**config.mk**
```make
export PLATFORM = sky130hd
export DESIGN_NAME = stis_ctrl
export DESIGN_NICKNAME = d
export VERILOG_FILES = /design/src/rtl/core/stis_pkg.sv /design/src/rtl/core/stis_ctrl.sv
export SDC_FILE = /design/constraint.sdc
export NUM_CORES = 1
export LEC_CHECK = 0
export CAP_MARGIN = 20
export CORE_AREA = 10 10 47 49
export CTS_BUF_LIST = sky130_fd_sc_hd__clkbuf_4 sky130_fd_sc_hd__clkbuf_8
export DETAILED_ROUTE_END_ITERATION = 6
export DIE_AREA = 0 0 57 59
export DONT_BUFFER_PORTS = 1
export PLACE_DENSITY = 0.61
export SKIP_CTS_REPAIR_TIMING = 1
export SLEW_MARGIN = 10
export SYNTH_ARGS = -nofsm -noshare
export SYNTH_HDL_FRONTEND = slang
export SYNTH_SLANG_ARGS = --single-unit
export TNS_END_PERCENT = 1
```
**constraint.sdc**
```tcl
create_clock -name clk -period 2.2 [get_ports clk]
set_input_delay 0 -clock clk [delete_from_list [all_inputs] [get_ports clk]]
set_output_delay 0 -clock clk [all_outputs]
set_load 0.01 [all_outputs]
```
**src/rtl/core/stis_pkg.sv**
```systemverilog
// shared types and command codes for the sorted table search block
package stis_pkg;

  localparam int unsigned POS_W = 12;
  localparam int unsigned KEY_W = 32;
  localparam int unsigned CFG_W = 13;

  localparam logic ACT_WRITE  = 1'b0;
  localparam logic ACT_LOOKUP = 1'b1;

  typedef enum logic [3:0] {
    OP_NONE,
    OP_WRITE,
    OP_START,
    OP_SCAN,
    OP_LADDR,
    OP_LCMP,
    OP_RB,
    OP_RE,
    OP_HI,
    OP_MUL,
    OP_DINIT,
    OP_DIV,
    OP_PROBE,
    OP_PK,
    OP_OUT
  } op_t;

  typedef struct packed {
    logic lin;
    logic nzero;
    logic scan_done;
    logic small_ok;
    logic cont;
    logic div_done;
    logic pk_eq;
  } status_t;

endpackage

```
**src/rtl/core/stis_ctrl.sv**
```systemverilog
// controller: sequences table writes, scan lookups and interpolation rounds
module stis_ctrl
  import stis_pkg::*;
(
  input  logic    clk,
  input  logic    rst_n,
  input  logic    in_tvalid,
  input  logic    in_action,
  output logic    in_tready,
  input  logic    out_tready,
  output logic    out_tvalid,
  input  status_t st,
  output op_t     op
);

  typedef enum logic [3:0] {
    S_IDLE, S_DISP, S_SCAN, S_LADDR, S_LCMP, S_RB, S_RE, S_HI,
    S_MUL, S_DINIT, S_DIV, S_PROBE, S_PK, S_FIN
  } state_t;

  state_t state_r, state_nxt;
  logic   out_tvalid_r, out_tvalid_nxt;

  assign in_tready  = (state_r == S_IDLE);
  assign out_tvalid = out_tvalid_r;

  always_comb begin
    state_nxt      = state_r;
    op             = OP_NONE;
    out_tvalid_nxt = out_tvalid_r && !out_tready;
    case (state_r)
      S_IDLE: begin
        if (in_tvalid) begin
          if (in_action == ACT_WRITE) begin
            op = OP_WRITE;
          end else begin
            op        = OP_START;
            state_nxt = S_DISP;
          end
        end
      end
      S_DISP: begin
        if (st.nzero)    state_nxt = S_FIN;
        else if (st.lin) state_nxt = S_SCAN;
        else             state_nxt = S_RB;
      end
      S_SCAN: begin
        op = OP_SCAN;
        if (st.scan_done) begin
          state_nxt = st.small_ok ? S_LADDR : S_FIN;
        end
      end
      S_LADDR: begin
        op        = OP_LADDR;
        state_nxt = S_LCMP;
      end
      S_LCMP: begin
        op        = OP_LCMP;
        state_nxt = S_FIN;
      end
      S_RB: begin
        op        = OP_RB;
        state_nxt = S_RE;
      end
      S_RE: begin
        op        = OP_RE;
        state_nxt = S_HI;
      end
      S_HI: begin
        op        = OP_HI;
        state_nxt = st.cont ? S_MUL : S_FIN;
      end
      S_MUL: begin
        op        = OP_MUL;
        state_nxt = S_DINIT;
      end
      S_DINIT: begin
        op        = OP_DINIT;
        state_nxt = S_DIV;
      end
      S_DIV: begin
        op = OP_DIV;
        if (st.div_done) state_nxt = S_PROBE;
      end
      S_PROBE: begin
        op        = OP_PROBE;
        state_nxt = S_PK;
      end
      S_PK: begin
        op        = OP_PK;
        state_nxt = st.pk_eq ? S_FIN : S_RB;
      end
      S_FIN: begin
        if (!out_tvalid_r || out_tready) begin
          op             = OP_OUT;
          out_tvalid_nxt = 1'b1;
          state_nxt      = S_IDLE;
        end
      end
      default: state_nxt = S_IDLE;
    endcase
  end

  always_ff @(posedge clk) begin
    if (!rst_n) begin
      state_r      <= S_IDLE;
      out_tvalid_r <= 1'b0;
    end else begin
      state_r      <= state_nxt;
      out_tvalid_r <= out_tvalid_nxt;
    end
  end

endmodule

```
# After elaboration in Yosys (flattened, before gate mapping)
# Index checks and enable logic that the tools add are counted.
dict set report totals {
  elab_cells 43
  input_bits 12
  ff_bits 5
  output_inout_bits 6
}
dict set report classes {
  eq_ne 18
  reduce_logical 6
  muxes 17
}
# op count
set ops {}
lappend ops {{$pmux 4 s14} 1}
lappend ops {{$pmux 4 s13} 1}
lappend ops {{$mux 4} 9}
lappend ops {{$eq 4x4->1 const B} 6}
lappend ops {{$eq 4x3->1 const B} 4}
lappend ops {{$ne 2x2->1 const B} 5}
lappend ops {{$eq 4x2->1 const B} 2}
lappend ops {{$mux 3} 2}
lappend ops {{$reduce_and 5->1} 1}
lappend ops {{$eq 4x1->1 const B} 1}
lappend ops {{$logic_not 4->1} 1}
lappend ops {{$mux 2} 2}
lappend ops {{$logic_not 1->1} 2}
lappend ops {{$mux 1} 2}
lappend ops {{$logic_and 1x1->1} 1}
lappend ops {{$logic_or 1x1->1} 1}

# Depth between registers and ports, before layout
dict set report logic_depth {
  ltp_word 4
  depth_mapped 7
  ltp_nobuf 5
}

# Worst setup path after synthesis
# Ideal clock, no wire load.
dict set report synth_path {
  path_kind {register to register}
  startpoint {register state_r[1]}
  endpoint {register state_r[0]}
  setup_ns 0.115
  path_stages_with_launch 6
  setup_slack_ns 0.680
  period_less_slack_ns 1.520
  n_path_buf 1
  arrival_time_ns 1.404
  t_required_ns 2.085
  path_cell_list {dfxtp_1 -> buf_4 -> mux2_2 -> or3_4 -> o311a_1 -> a31o_1}
}
dict set report synth_between {
  elab_chain_cells 3
  word_cells_on_any_way 21
  cone_classes {18 x eq/ne; 1 x mux; 2 x reduce/logical}
}
# element line_no
set synth_rtl {}
lappend synth_rtl {{start, declared} stis_ctrl.sv:21} ;# state_t state_r, state_nxt;
lappend synth_rtl {{start signal, assigned} stis_ctrl.sv:109} ;# state_r <= state_nxt;
lappend synth_rtl {{$eq 4x4->1, or another cell as far along} stis_ctrl.sv:31} ;# case (state_r)
lappend synth_rtl {{$ne 2x2->1 (no line)} n/a}
lappend synth_rtl {{$reduce_and 5->1 (no line)} n/a}
# Parallel ways exist; a longest one is shown, timed or not.
# A chain may end at the register's enable or synchronous reset.

# Worst setup path after layout
dict set report layout_path {
  startpoint {register state_r[0]}
  endpoint {register state_r[3]}
}
# The elaborated chain is that of the path after synthesis.

==> summary.txt <==
Clocking
  – Clock sinks: 5
  – CTS buffer count: 3
  – Clock Pin Slew Worst Setup and Hold Paths: 40 ps
  – CTS Buffer Depth: 2
  – CTS tree: done
  – Root Driver: clkbuf_4
  – H-tree levels: 1
  – Worst-Skew Late Latency: 230 ps

Job
  – MaxCap Viol Count: 0

Yosys
  – Largest area contributor in the netlist: dfxtp_1
  – Synth top area cells: dfxtp_1 (17%), nor2b_1 (7.5%), buf_6 (5.8%)
  – Ys async rst share: 0%
  – Synthesized flop and latch total: 5
  – Mean post-synth cell area: 7.59 sq um
  – EDFF count, synth: 0
  – Post-Syn Instances: 77
  – Synth warnings: 0
  – Post-synth cell types: 38
  – Post-synth top flop: dfxtp_1
  – Synthesized net count: 89
  – Post-synth top area share: 17.1%
  – Sequential area share after synthesis: 17.1%
  – Mapped Area: 584 sq um

Worst setup path
  – Slowest-stage cell, CP: dfxtp_1
  – Crit-path max cell delay: 610 ps
  – Critical path cell sequence: nor2b_1 -> and4_1 -> nand3b_4 -> mux2i_1 -> nor2b_1
  – Crit path top cell by count: nor2b_1
  – Crit Path Class: flip-flop to flip-flop
  – Buf+Inv Stages, Crit Path: 0
  – WP data arrival: 1960 ps
  – Delay-heaviest family, CP: simple AND/OR/NAND/NOR gates
  – Worst-path fanout max: 17
  – Critical Path Start Type: flip-flop
  – Critical Path RT: 2320 ps
  – Setup crit end kind: flip-flop

Pwr
  – Clock power share: 11.9%
  – Worst VDD drop: 551 uV
  – Pint: 0.475 mW
  – Total Power: 0.945 mW
  – Pleak: 0.236 nW
  – Sw Ratio: 49.7%
  – Sequential share of power: 24.4%
  – Psw: 0.470 mW
  – Combinational share of power: 63.7%
  – Cell Pwr Density: 1560 nW/um^2

Layout
  – Share of post-route cells with drive strength above 1: 15.4%
  – Multi-input combinational cell area: 417 sq um
  – Non-Filler Instances: 94
  – Most frequent cells in the layout: nand2_1 (8), nor2b_1 (7), o21ai_0 (5), dfxtp_1 (5)
  – Storage cell area: 100 sq um
  – Nets: 91
  – Commonest non-fill, non-tap cell in the layout: nand2_1
  – ANT cells: 0
  – Area Growth Syn to Fin: 3.85%
  – Fillers: 169

Timing
  – Post-route clock period utilization: 83.6%
  – Worst Max-Slew Pin Slew: 542 ps
  – Sum Neg Setup Slack: 0 ps
  – Final setup vio count: 0
  – RSZ-0062 raised after global routing: false
  – Hold Vio Cnt, Final: 1
  – Hold_ws: -6.50 ps
  – Setup Skew: 1.18 ps
  – Fmax: 0.544 GHz
  – Slew margin rel.: 63.8%
  – Slew Viols, Final: 0
  – Minimum clock period: 1840 ps

Worst hold path
  – Worst hold path type: input port to flip-flop

Routing
  – Pre-antenna DRT Iters: 4
  – Final wirelength: 1.51 mm
  – Post-route ant nets: 0
  – Via density per instance: 5.98
  – Drt wl/cell: 16.0 um
  – Vias: 562
  – DRT iter0 DRCs: 11
  – DRC: 0

Floorplanning
  – Die Wd: 57 um
  – Row Count: 14
  – Ports: 18
  – Die span in y: 59 um
  – Starting Density: 41.7%
  – Die area: 3360 sq um
  – Core Region: 1400 sq um

GRT
  – Largest net degree at the start of global routing: 18
  – Initial antenna violation count: 0
  – Total global routing overflow: 0
  – GR Util met2: 15.3%
  – Vias in the first global route: 542
  – Top Usage Layer GRT: met2
  – Met1 global-route usage: 9.93%
  – Met3 GRT Util: 2.58%
  – GRT Total Usage: 8.80%
  – First-pass GRT wire length: 2.47 mm

Placement
  – PortBufs: 0
  – Final Wtd Congestion: 0.769
  – DP HPWL: 1.19 mm
  – DP Cell Count: 89

Outcome
  – Outcome: finished with violations
  – Failing checks: hold timing
## registers in the layout, summed over array words and instances (netlist names)
register,flops
out_tvalid,1
state_r,4
## per-stage QoR
| stage | util [%] | hold WS, ps | area, sq um | setup slack, ps |
|---|---|---|---|---|
| 2_1_floorplan | - | 128 | 584 | 680 |
| 3_3_place_gp | 40.4 | 138 | 567 | 479 |
| 3_5_place_dp | 40.4 | 137 | 567 | 389 |
| 4_1_cts | 42.6 | -106 | 597 | 380 |
| 5_1_grt | 43.3 | 11.7 | 607 | 185 |
| 6_report | 43.3 | -6.50 | 607 | 360 |
## worst register-to-register path, delay by kind of cell (launching register included)
kind	cells	cell delay [ps]
flip-flops	1	610
multiplexers	1	180
AND/OR/NAND/NOR	4	950
## power by group through the flow
stage | Sequential [mW] | Combinational [mW] | Clock [mW]
CTS | 0.226 | 0.606 | 0.117
finish | 0.231 | 0.602 | 0.113
detailed placement | 0.228 | 0.601 | 0
global route | 0.241 | 0.672 | 0.122
floorplan | 0.157 | 0.625 | 0
global placement | 0.226 | 0.597 | 0
## metal layers
metal	part of all wire (%)	wire, um	up-vias
met1	43	648	270
met4	0	0	0
met5	0	0	-
met2	53	793	8
li1	-	-	284
met3	4.4	66	0
## logic make-up (layout without fill, tap and decap cells)
kind of cell	count (synthesis)	in the layout	synth area share (%)
AO/OA/AOI/OAI	26	26	30.4
buffers and inverters	10	11	11.6
flip-flops	5	5	17.1
multiplexers	3	3	5.35
AND/OR/NAND/NOR	33	33	35.5
## final cells by class
cell class | instances | area share, %
flip-flops and latches | 5 | 16.5
multi-input cells | 62 | 68.7
well taps | 16 | 3.30
clock buffers | 4 | 4.95
inverters | 4 | 2.47
repair buffers | 3 | 4.12
## worst paths after layout
kind / start / cells past startpoint / endpoint / slack, ps
max: state_r[0] / 5 / state_r[3] / 360
min: rst_n / 2 / state_r[0] / -7
max reg2reg: state_r[0] / 5 / state_r[3] / 360
min reg2reg: state_r[1] / 2 / state_r[1] / 570
## synth_stat cells, types with 2 or more instances
library cell / n
a21boi_1: 2
mux2i_1: 2
buf_4: 2
nor2b_1: 7
a31oi_1: 3
inv_1: 4
buf_6: 3
a21oi_1: 4
nor2_1: 3
dfxtp_1: 5
nand2_1: 8
o21ai_0: 5
nor3_1: 3
or2_1: 2
Power figures use the tool's default switching activity.
